`src/design/rmm_pkg.sv`:
```
// rmm_pkg: shared widths, limits and operation codes for the region mean merge block
// no dependencies; compiled first
package rmm_pkg;

    localparam int MAX_CHANNELS = 16;
    localparam int CH_W   = (MAX_CHANNELS > 1) ? $clog2(MAX_CHANNELS) : 1;
    localparam int CFG_W  = 5;
    localparam int OP_W   = 2;
    localparam int VAL_W  = 16;
    localparam int CNT_W  = 24;
    localparam int DIST_W = 20;
    localparam int N_W    = CNT_W + 1;
    localparam int PROD_W = VAL_W + CNT_W;
    localparam int SUM_W  = PROD_W + 1;
    localparam int DIV_CW = $clog2(VAL_W);

    localparam logic [CFG_W-1:0]  CFG_RESET = CFG_W'(3);
    localparam logic [CNT_W-1:0]  CNT_MAX   = {CNT_W{1'b1}};
    localparam logic [DIST_W-1:0] DIST_MAX  = {DIST_W{1'b1}};

    typedef enum logic [OP_W-1:0] {
        OP_LOAD  = 2'd0,
        OP_QUERY = 2'd1,
        OP_MERGE = 2'd2,
        OP_NONE  = 2'd3
    } op_t;

endpackage

```
`src/design/rmm_if.sv`:
```
// rmm_if: valid/ready channel interfaces for input elements and results
// depends on rmm_pkg
interface rmm_in_if
    import rmm_pkg::*;
();
    logic             valid;
    logic             ready;
    logic [OP_W-1:0]  operation;
    logic [VAL_W-1:0] feature_value;
    logic [CNT_W-1:0] region_pixel_count;

    modport source (output valid, output operation, output feature_value,
                    output region_pixel_count, input ready);
    modport sink   (input valid, input operation, input feature_value,
                    input region_pixel_count, output ready);
endinterface

interface rmm_out_if
    import rmm_pkg::*;
();
    logic              valid;
    logic              ready;
    logic [OP_W-1:0]   completed_operation;
    logic [DIST_W-1:0] distance;
    logic [CNT_W-1:0]  total_pixel_count;

    modport source (output valid, output completed_operation, output distance,
                    output total_pixel_count, input ready);
    modport sink   (input valid, input completed_operation, input distance,
                    input total_pixel_count, output ready);
endinterface

```
`src/design/region_mean_merge_l1_distance.sv`:
```
// region_mean_merge_l1_distance: stored region vector with load, l1 query and weighted merge
// depends on rmm_pkg and rmm_if; one shared multiplier and a bit-serial restoring divider
// sequence: load and query beats pass exec then done; merge beats add mul and div unless both counts are zero
// merge: two multiply steps on the shared multiplier, then one quotient bit per cycle
// throughput: one beat at a time, ready only while idle; a last beat stalls while a result waits
// reset: async active low; count, position, accumulator cleared, channel_count 3, means undefined
module region_mean_merge_l1_distance
    import rmm_pkg::*;
(
    input  logic             clk,
    input  logic             rst_n,
    input  logic             cfg_write_en,
    input  logic [CFG_W-1:0] cfg_write_data,
    rmm_in_if.sink           in_ch,
    rmm_out_if.source        out_ch
);

    typedef enum logic [4:0] {
        S_IDLE = 5'b00001,
        S_EXEC = 5'b00010,
        S_MUL  = 5'b00100,
        S_DIV  = 5'b01000,
        S_DONE = 5'b10000
    } state_t;

    state_t             state_reg, state_next;
    logic [CFG_W-1:0]   chan_count_reg, chan_count_next;
    logic [CH_W-1:0]    chan_pos_reg, chan_pos_next;
    logic [DIST_W-1:0]  acc_reg, acc_next;
    logic [CNT_W-1:0]   count_reg, count_next;
    logic               out_valid_reg, out_valid_next;

    op_t                op_reg, op_next;
    logic [VAL_W-1:0]   val_reg, val_next;
    logic [CNT_W-1:0]   d_reg, d_next;
    logic [N_W-1:0]     n_reg, n_next;
    logic [CH_W-1:0]    item_pos_reg, item_pos_next;
    logic               last_reg, last_next;
    logic [SUM_W-1:0]   prod_reg, prod_next;
    logic [N_W-1:0]     rem_reg, rem_next;
    logic [VAL_W-1:0]   quo_reg, quo_next;
    logic [DIV_CW-1:0]  div_cnt_reg, div_cnt_next;
    logic [OP_W-1:0]    out_op_reg, out_op_next;
    logic [DIST_W-1:0]  out_dist_reg, out_dist_next;
    logic [CNT_W-1:0]   out_total_reg, out_total_next;

    logic [VAL_W-1:0]   means [MAX_CHANNELS];
    logic [VAL_W-1:0]   mean_reg;
    logic               mem_we;
    logic [VAL_W-1:0]   mem_wdata;

    logic               in_fire;
    logic [CH_W:0]      eff_count;
    logic               is_last;
    logic [VAL_W-1:0]   mul_a;
    logic [CNT_W-1:0]   mul_b;
    logic [PROD_W-1:0]  product;
    logic [SUM_W-1:0]   sum;
    logic [N_W:0]       trial;
    logic [DIST_W-1:0]  acc_base;
    logic [VAL_W-1:0]   diff;
    logic [DIST_W:0]    acc_sum;

    assign in_ch.ready               = (state_reg == S_IDLE);
    assign in_fire                   = in_ch.valid && in_ch.ready;
    assign out_ch.valid              = out_valid_reg;
    assign out_ch.completed_operation = out_op_reg;
    assign out_ch.distance           = out_dist_reg;
    assign out_ch.total_pixel_count  = out_total_reg;

    always_comb
    begin
        if (chan_count_reg == '0)
        begin
            eff_count = (CH_W+1)'(1);
        end
        else if (32'(chan_count_reg) > MAX_CHANNELS)
        begin
            eff_count = (CH_W+1)'(MAX_CHANNELS);
        end
        else
        begin
            eff_count = (CH_W+1)'(chan_count_reg);
        end
    end

    assign is_last = (({1'b0, chan_pos_reg} + 1'b1) >= eff_count);

    // shared multiplier: stored mean times stored count, then value times incoming count
    assign mul_a   = (state_reg == S_MUL) ? val_reg : mean_reg;
    assign mul_b   = (state_reg == S_MUL) ? d_reg : count_reg;
    assign product = mul_a * mul_b;
    assign sum     = prod_reg + SUM_W'(product);
    assign trial   = {rem_reg, quo_reg[VAL_W-1]};
    assign diff    = (mean_reg >= val_reg) ? (mean_reg - val_reg) : (val_reg - mean_reg);
    assign acc_base = (item_pos_reg == '0) ? '0 : acc_reg;
    assign acc_sum  = {1'b0, acc_base} + (DIST_W+1)'(diff);

    always_comb
    begin
        state_next      = state_reg;
        chan_count_next = cfg_write_en ? cfg_write_data : chan_count_reg;
        chan_pos_next   = chan_pos_reg;
        acc_next        = acc_reg;
        count_next      = count_reg;
        out_valid_next  = out_valid_reg;
        op_next         = op_reg;
        val_next        = val_reg;
        d_next          = d_reg;
        n_next          = n_reg;
        item_pos_next   = item_pos_reg;
        last_next       = last_reg;
        prod_next       = prod_reg;
        rem_next        = rem_reg;
        quo_next        = quo_reg;
        div_cnt_next    = div_cnt_reg;
        out_op_next     = out_op_reg;
        out_dist_next   = out_dist_reg;
        out_total_next  = out_total_reg;
        mem_we          = 1'b0;
        mem_wdata       = val_reg;

        if (out_valid_reg && out_ch.ready)
        begin
            out_valid_next = 1'b0;
        end

        case (state_reg)
            S_IDLE:
            begin
                if (in_fire && (op_t'(in_ch.operation) != OP_NONE))
                begin
                    op_next       = op_t'(in_ch.operation);
                    val_next      = in_ch.feature_value;
                    d_next        = in_ch.region_pixel_count;
                    n_next        = {1'b0, count_reg} + {1'b0, in_ch.region_pixel_count};
                    item_pos_next = chan_pos_reg;
                    last_next     = is_last;
                    chan_pos_next = is_last ? '0 : chan_pos_reg + 1'b1;
                    state_next    = S_EXEC;
                end
            end
            S_EXEC:
            begin
                acc_next = acc_base;
                case (op_reg)
                    OP_LOAD:
                    begin
                        mem_we     = 1'b1;
                        state_next = S_DONE;
                    end
                    OP_QUERY:
                    begin
                        acc_next   = acc_sum[DIST_W] ? DIST_MAX : acc_sum[DIST_W-1:0];
                        state_next = S_DONE;
                    end
                    OP_MERGE:
                    begin
                        if (n_reg == '0)
                        begin
                            quo_next   = mean_reg;
                            state_next = S_DONE;
                        end
                        else
                        begin
                            // rounding term n/2 folded into the first partial sum
                            prod_next  = SUM_W'(product) + SUM_W'(n_reg[N_W-1:1]);
                            state_next = S_MUL;
                        end
                    end
                    default:
                    begin
                        state_next = S_IDLE;
                    end
                endcase
            end
            S_MUL:
            begin
                // quotient fits 16 bits, so the upper bits start below n
                rem_next     = sum[SUM_W-1:VAL_W];
                quo_next     = sum[VAL_W-1:0];
                div_cnt_next = '0;
                state_next   = S_DIV;
            end
            S_DIV:
            begin
                if (trial >= {1'b0, n_reg})
                begin
                    rem_next = N_W'(trial - {1'b0, n_reg});
                    quo_next = {quo_reg[VAL_W-2:0], 1'b1};
                end
                else
                begin
                    rem_next = trial[N_W-1:0];
                    quo_next = {quo_reg[VAL_W-2:0], 1'b0};
                end
                div_cnt_next = div_cnt_reg + 1'b1;
                if (div_cnt_reg == DIV_CW'(VAL_W - 1))
                begin
                    state_next = S_DONE;
                end
            end
            S_DONE:
            begin
                if (op_reg == OP_MERGE)
                begin
                    mem_we    = 1'b1;
                    mem_wdata = quo_reg;
                end
                if (!last_reg)
                begin
                    state_next = S_IDLE;
                end
                else if (!out_valid_reg || out_ch.ready)
                begin
                    case (op_reg)
                        OP_LOAD:
                        begin
                            count_next     = d_reg;
                            out_total_next = d_reg;
                            out_dist_next  = '0;
                        end
                        OP_MERGE:
                        begin
                            count_next     = n_reg[CNT_W] ? CNT_MAX : n_reg[CNT_W-1:0];
                            out_total_next = n_reg[CNT_W] ? CNT_MAX : n_reg[CNT_W-1:0];
                            out_dist_next  = '0;
                        end
                        default:
                        begin
                            out_total_next = count_reg;
                            out_dist_next  = acc_reg;
                        end
                    endcase
                    out_op_next    = op_reg;
                    out_valid_next = 1'b1;
                    state_next     = S_IDLE;
                end
            end
            default:
            begin
                state_next = S_IDLE;
            end
        endcase
    end

    always_ff @(posedge clk or negedge rst_n)
    begin
        if (!rst_n)
        begin
            state_reg      <= S_IDLE;
            chan_count_reg <= CFG_RESET;
            chan_pos_reg   <= '0;
            acc_reg        <= '0;
            count_reg      <= '0;
            out_valid_reg  <= 1'b0;
        end
        else
        begin
            state_reg      <= state_next;
            chan_count_reg <= chan_count_next;
            chan_pos_reg   <= chan_pos_next;
            acc_reg        <= acc_next;
            count_reg      <= count_next;
            out_valid_reg  <= out_valid_next;
        end
    end

    always_ff @(posedge clk)
    begin
        op_reg        <= op_next;
        val_reg       <= val_next;
        d_reg         <= d_next;
        n_reg         <= n_next;
        item_pos_reg  <= item_pos_next;
        last_reg      <= last_next;
        prod_reg      <= prod_next;
        rem_reg       <= rem_next;
        quo_reg       <= quo_next;
        div_cnt_reg   <= div_cnt_next;
        out_op_reg    <= out_op_next;
        out_dist_reg  <= out_dist_next;
        out_total_reg <= out_total_next;
    end

    // channel mean storage, registered read at accept
    always_ff @(posedge clk)
    begin
        if (mem_we)
        begin
            means[item_pos_reg] <= mem_wdata;
        end
        if (in_fire)
        begin
            mean_reg <= means[chan_pos_reg];
        end
    end

`ifndef SYNTH
    a_rem_below_divisor: assert property (@(posedge clk) disable iff (!rst_n)
        (state_reg == S_DIV) |-> (rem_reg < n_reg))
        else $error("divider remainder not below divisor");

    a_acc_clear_first: assert property (@(posedge clk) disable iff (!rst_n)
        (state_reg == S_EXEC && item_pos_reg == '0 && op_reg != OP_QUERY) |=> (acc_reg == '0))
        else $error("accumulator not cleared on first beat of vector");

    a_no_result_mid_vector: assert property (@(posedge clk) disable iff (!rst_n)
        (state_reg == S_DONE && !last_reg) |=> !(out_valid_reg && !$past(out_valid_reg)))
        else $error("result produced on a beat that does not end the vector");

    a_ignored_op_keeps_pos: assert property (@(posedge clk) disable iff (!rst_n)
        (in_fire && op_t'(in_ch.operation) == OP_NONE)
        |=> ($stable(chan_pos_reg) && state_reg == S_IDLE))
        else $error("ignored operation changed sequencing state");
`endif

endmodule

```
`src/flat_wrapper.sv`:
```
// flat-port wrapper written by rule: the top's interface ports become plain ports
module region_mean_merge_l1_distance_flat import rmm_pkg::*;
  (clk, rst_n, cfg_write_en, cfg_write_data, in_ch_valid, in_ch_operation, in_ch_feature_value, in_ch_region_pixel_count, in_ch_ready, out_ch_valid, out_ch_completed_operation, out_ch_distance, out_ch_total_pixel_count, out_ch_ready);
  rmm_in_if in_ch_i ();
  rmm_out_if out_ch_i ();
  input  logic clk;
  input  logic rst_n;
  input  logic cfg_write_en;
  input  logic [CFG_W-1:0] cfg_write_data;
  input wire logic [$bits(in_ch_i.valid)-1:0] in_ch_valid;
  input wire logic [$bits(in_ch_i.operation)-1:0] in_ch_operation;
  input wire logic [$bits(in_ch_i.feature_value)-1:0] in_ch_feature_value;
  input wire logic [$bits(in_ch_i.region_pixel_count)-1:0] in_ch_region_pixel_count;
  output wire logic [$bits(in_ch_i.ready)-1:0] in_ch_ready;
  output wire logic [$bits(out_ch_i.valid)-1:0] out_ch_valid;
  output wire logic [$bits(out_ch_i.completed_operation)-1:0] out_ch_completed_operation;
  output wire logic [$bits(out_ch_i.distance)-1:0] out_ch_distance;
  output wire logic [$bits(out_ch_i.total_pixel_count)-1:0] out_ch_total_pixel_count;
  input wire logic [$bits(out_ch_i.ready)-1:0] out_ch_ready;
  assign in_ch_i.valid = in_ch_valid;
  assign in_ch_i.operation = in_ch_operation;
  assign in_ch_i.feature_value = in_ch_feature_value;
  assign in_ch_i.region_pixel_count = in_ch_region_pixel_count;
  assign in_ch_ready = in_ch_i.ready;
  assign out_ch_valid = out_ch_i.valid;
  assign out_ch_completed_operation = out_ch_i.completed_operation;
  assign out_ch_distance = out_ch_i.distance;
  assign out_ch_total_pixel_count = out_ch_i.total_pixel_count;
  assign out_ch_i.ready = out_ch_ready;
  region_mean_merge_l1_distance u_core (.clk(clk), .rst_n(rst_n), .cfg_write_en(cfg_write_en), .cfg_write_data(cfg_write_data), .in_ch(in_ch_i), .out_ch(out_ch_i));
endmodule
```
`config.mk`:
```
export PLATFORM = sky130hd
export DESIGN_NAME = region_mean_merge_l1_distance_flat
export DESIGN_NICKNAME = d
export VERILOG_FILES = /design/src/design/rmm_pkg.sv /design/src/design/rmm_if.sv /design/src/design/region_mean_merge_l1_distance.sv /design/src/flat_wrapper.sv
export SDC_FILE = /design/constraint.sdc
export NUM_CORES = 2
export LEC_CHECK = 0
export CAP_MARGIN = 20
export CELL_PAD_IN_SITES_DETAIL_PLACEMENT = 1
export CELL_PAD_IN_SITES_GLOBAL_PLACEMENT = 2
export CORE_MARGIN = 10
export CORE_UTILIZATION = 35
export DETAILED_ROUTE_END_ITERATION = 7
export DONT_BUFFER_PORTS = 1
export PLACE_DENSITY_LB_ADDON = 0.1
export SYNTH_ARGS = -nofsm -noshare
export SYNTH_HDL_FRONTEND = slang
export SYNTH_SLANG_ARGS = --single-unit
```
`constraint.sdc`:
```
create_clock -name clk -period 8.9 [get_ports clk]
set_input_delay 1.335 -clock clk [delete_from_list [all_inputs] [get_ports clk]]
set_output_delay 1.335 -clock clk [all_outputs]
set_load 0.02 [all_outputs]
```
==> impl_results.md <==
- Status: finished with violations
- Failing checks: negative setup slack
- Yosys warns: 0
- Per-cell routed wire length: 24.4 µm
- Post-Route Utilization: 44.0%
- DRC viols: 0
- Total power draw: 21.5 mW
- Startpoint Class: flip-flop
- Vias in the first global route: 33000
- Post-Place Cells: 5774
- Clock H-tree levels: 2
- Largest stage delay on the critical path: 570 ps
- Static Leak: 21.7 nW
- Gr ovfl total: 0
- HPWL after DPL: 114000 µm
- Ys flop type: edfxtp_1
- CP top delay family: adder cells
- Highest clock rate: 110 MHz
- IO Pins: 100
- Final period util: 102%
- Die Wd: about 360 µm
- First-pass GRT wire length: around 220000 µm
- Critical Path RT: 9320 ps
- DR vias: 31100
- Iter 0 DRT Violations: 2004
- Final hold slack: 347 ps
- Critical R2R Launch: u_core.state_reg[0]
- Syn avg cell area: 10.7 µm²
- Routed Antenna Nets: 0
- Clock edge transition at the registers on the reported setup and hold paths: around 70 ps
- Worst setup path category: flip-flop to flip-flop
- Largest net degree at the start of global routing: 75
- Post-Syn Area: 41600 µm²
- Final GP Congestion: 0.858
- Distinct cells, synth: 98
- Worst setup EP type: flip-flop
- Non-Filler Instances: around 6000
- Worst-margin pin slew: 1110 ps
- Final setup violation count: 8
- Ys async rst share: roughly 11%
- Pwr per Cell Area: 414 nW/µm²
- Later-pin clock latency in the skew report: about 690 ps
- EDFF count, synth: ~480
- Vias per inst: 5.20
- Worst min path class: input port to asynchronous set/reset pin
- Clk buf depth: 3
- Cell Rows: ~130
- Die height: 365 µm
- Number of iterations in the first detailed-routing pass: 5
- Reg2Reg Setup Slack: -220 ps
- Initial antenna violation count: 12
- CTS tree: done
- CP Max Fanout: 8
- Place WS: -670 ps
- Slew headroom: between 20% and 30%
- Hold Buf Count CTS: 0
- Layout Nets: 5025
- RSZ-0062 raised after global routing: yes
- Root Buffer: clkbuf_16
- Max VDD drop: 323 µV
- Post-synthesis sequential area ratio: approximately 38%
- Reg2reg end: u_core.rem_reg[21]
- Share of layout cells above drive strength 1: 26.1%
- Max-cap viol count: 0
- Fin. max-slew vios: 0
- Gr usage total: 21.8%
- CTS buffer count: 61
- Hold Vio Cnt, Final: 0
- Core area: about 120000 µm²
- Area Overhead vs Synth: 24.9%
- Initial Util: 35.3%
- Mapped Nets: 4521
- Min Tclk post-route: 9120 ps
- Synthesis-stage register bit count: 535
- Die area: 133000 µm²
- PnR worst setup slack: -216 ps
- CTS sink count: 535
- Largest register FFs: 256
- Worst R2R Path Depth: 40
- Drt total wl: 146000 µm
- Fillers: 12700
- I/O Buffers: 0
- Slowest-stage cell, CP: fa_1
- Clock Skew: 46.2 ps
- Cell count after synthesis: around 3900
- Worst Path Arrival: 9540 ps
- Critical path buffers and inverters: 13
-- stage by stage --
step | setup TNS [ps] | cell area, µm²
after CTS | -694 | 50400
after detailed placement | -8030 | 47300
final | -704 | 51900
after floorplan | 0 | 41700
after global placement | -6630 | 47300
after global routing | -4460 | 51900
-- per-layer routing --
| metal | wire [µm] | vias to the layer above | track usage [%] |
|---|---|---|---|
| li1 | - | 14400 | - |
| met1 | 70300 | 16000 | 31.7 |
| met2 | 64900 | 524 | 33.7 |
| met3 | 7760 | 126 | 3.94 |
| met4 | 2590 | 12 | 4.23 |
| met5 | 87 | - | 0 |
-- cells in the final DEF (no fill, tap or decap), types with 42 or more instances in the layout --
| cell type | Yosys | routed |
|---|---|---|
| edfxtp_1 | 476 | 476 |
| buf_12 | 0 | 44 |
| dfrtp_1 | 56 | 54 |
| inv_1 | 477 | 447 |
| and2_1 | 52 | 51 |
| a21o_1 | 86 | 85 |
| o21ai_0 | 161 | 134 |
| buf_6 | 0 | 42 |
| nand2_1 | 464 | 431 |
| mux2_2 | 47 | 47 |
| ha_1 | 281 | 247 |
| clkbuf_16 | 0 | 62 |
| a21oi_1 | 207 | 162 |
| mux4_2 | 80 | 80 |
| nor2_1 | 277 | 232 |
| xor2_1 | 68 | 62 |
| xnor2_1 | 100 | 90 |
| buf_4 | 1 | 493 |
| fa_1 | 313 | 287 |
-- cells in the mapped netlist, types with 7 or more instances --
library cell	count	share of area, %
o211ai_1	13	0.23
edfxtp_1	476	34
and2_1	52	0.78
mux4_2	80	4.3
buf_1	10	0.090
nor3_1	41	0.49
a21boi_0	10	0.18
o21ai_0	161	1.9
or3_1	15	0.23
a31oi_1	20	0.30
nor3b_1	7	0.13
nand4_1	32	0.48
a21oi_1	207	2.5
o21bai_1	26	0.47
a21o_1	86	1.6
nand3_1	40	0.48
a22oi_1	16	0.29
inv_1	477	4.3
ha_1	281	8.5
fa_1	313	15
mux2i_1	34	0.82
o31ai_1	7	0.13
a211oi_1	35	0.63
and3_1	20	0.30
mux2_2	47	1.3
buf_2	16	0.19
nor4_1	11	0.17
nor2b_1	40	0.60
o21a_1	32	0.58
dfrtp_1	56	3.4
o2bb2ai_1	9	0.19
o22ai_1	32	0.48
nand2b_1	26	0.39
xnor2_1	100	2.1
xor2_1	68	1.4
nand2_1	464	4.2
nor2_1	277	2.5
clkbuf_1	119	1.1
-- cell families (layout without fill, tap and decap cells) --
kind of cell,Yosys count,in the layout,share of synthesized area (%)
flip-flops,535,535,37.9
AND/OR/NAND/NOR,1066,1067,11.6
XOR/XNOR,170,170,3.62
buffers and inverters,625,1181,5.70
adder cells (fa/ha/maj),594,594,23.5
other,0,5,0
AO/OA/AOI/OAI,724,724,11.1
multiplexers,161,161,6.43
-- what timing repair did --
item | in CTS | in global routing
cloned | 5 | 1
buffers inserted | 32 | 41
pin swaps | 76 | 146
gates resized for setup | 168 | 260
hold endpoints to repair | 0 | 0
setup endpoints to repair | 30 | 39
-- cell type report --
cell class,instances,area [µm²],share of cell area [%]
Timing Repair Buffer,586,5180,9.98
Clock inverter,35,428,0.824
Sequential cell,535,15800,30.4
Clock buffer,81,1610,3.10
Antenna cell,5,12.5,0.0241
Multi-Input combinational cell,2716,25200,48.5
Tap cell,1536,1920,3.70
Inverter,479,1800,3.47
-- worst max-delay path by stage --
stage	cells past startpoint	start	end
detailed placement	36	u_core.state_reg[0]	u_core.rem_reg[22]
finish	40	u_core.state_reg[0]	u_core.rem_reg[21]
CTS	37	u_core.state_reg[3]	u_core.rem_reg[22]
global placement	36	u_core.state_reg[0]	u_core.rem_reg[16]
floorplan	38	u_core.state_reg[1]	u_core.rem_reg[21]
global route	39	u_core.state_reg[0]	u_core.rem_reg[21]
-- power breakdown --
| group | internal [mW] | leakage [nW] | switching (mW) |
|---|---|---|---|
| Sequential | 3.30 | 5.08 | 0.326 |
| Combinational | 7.23 | 15.7 | 8.07 |
| Clock | 1.48 | 0.980 | 1.09 |
Note: power is estimated with default switching activity, not from simulation.
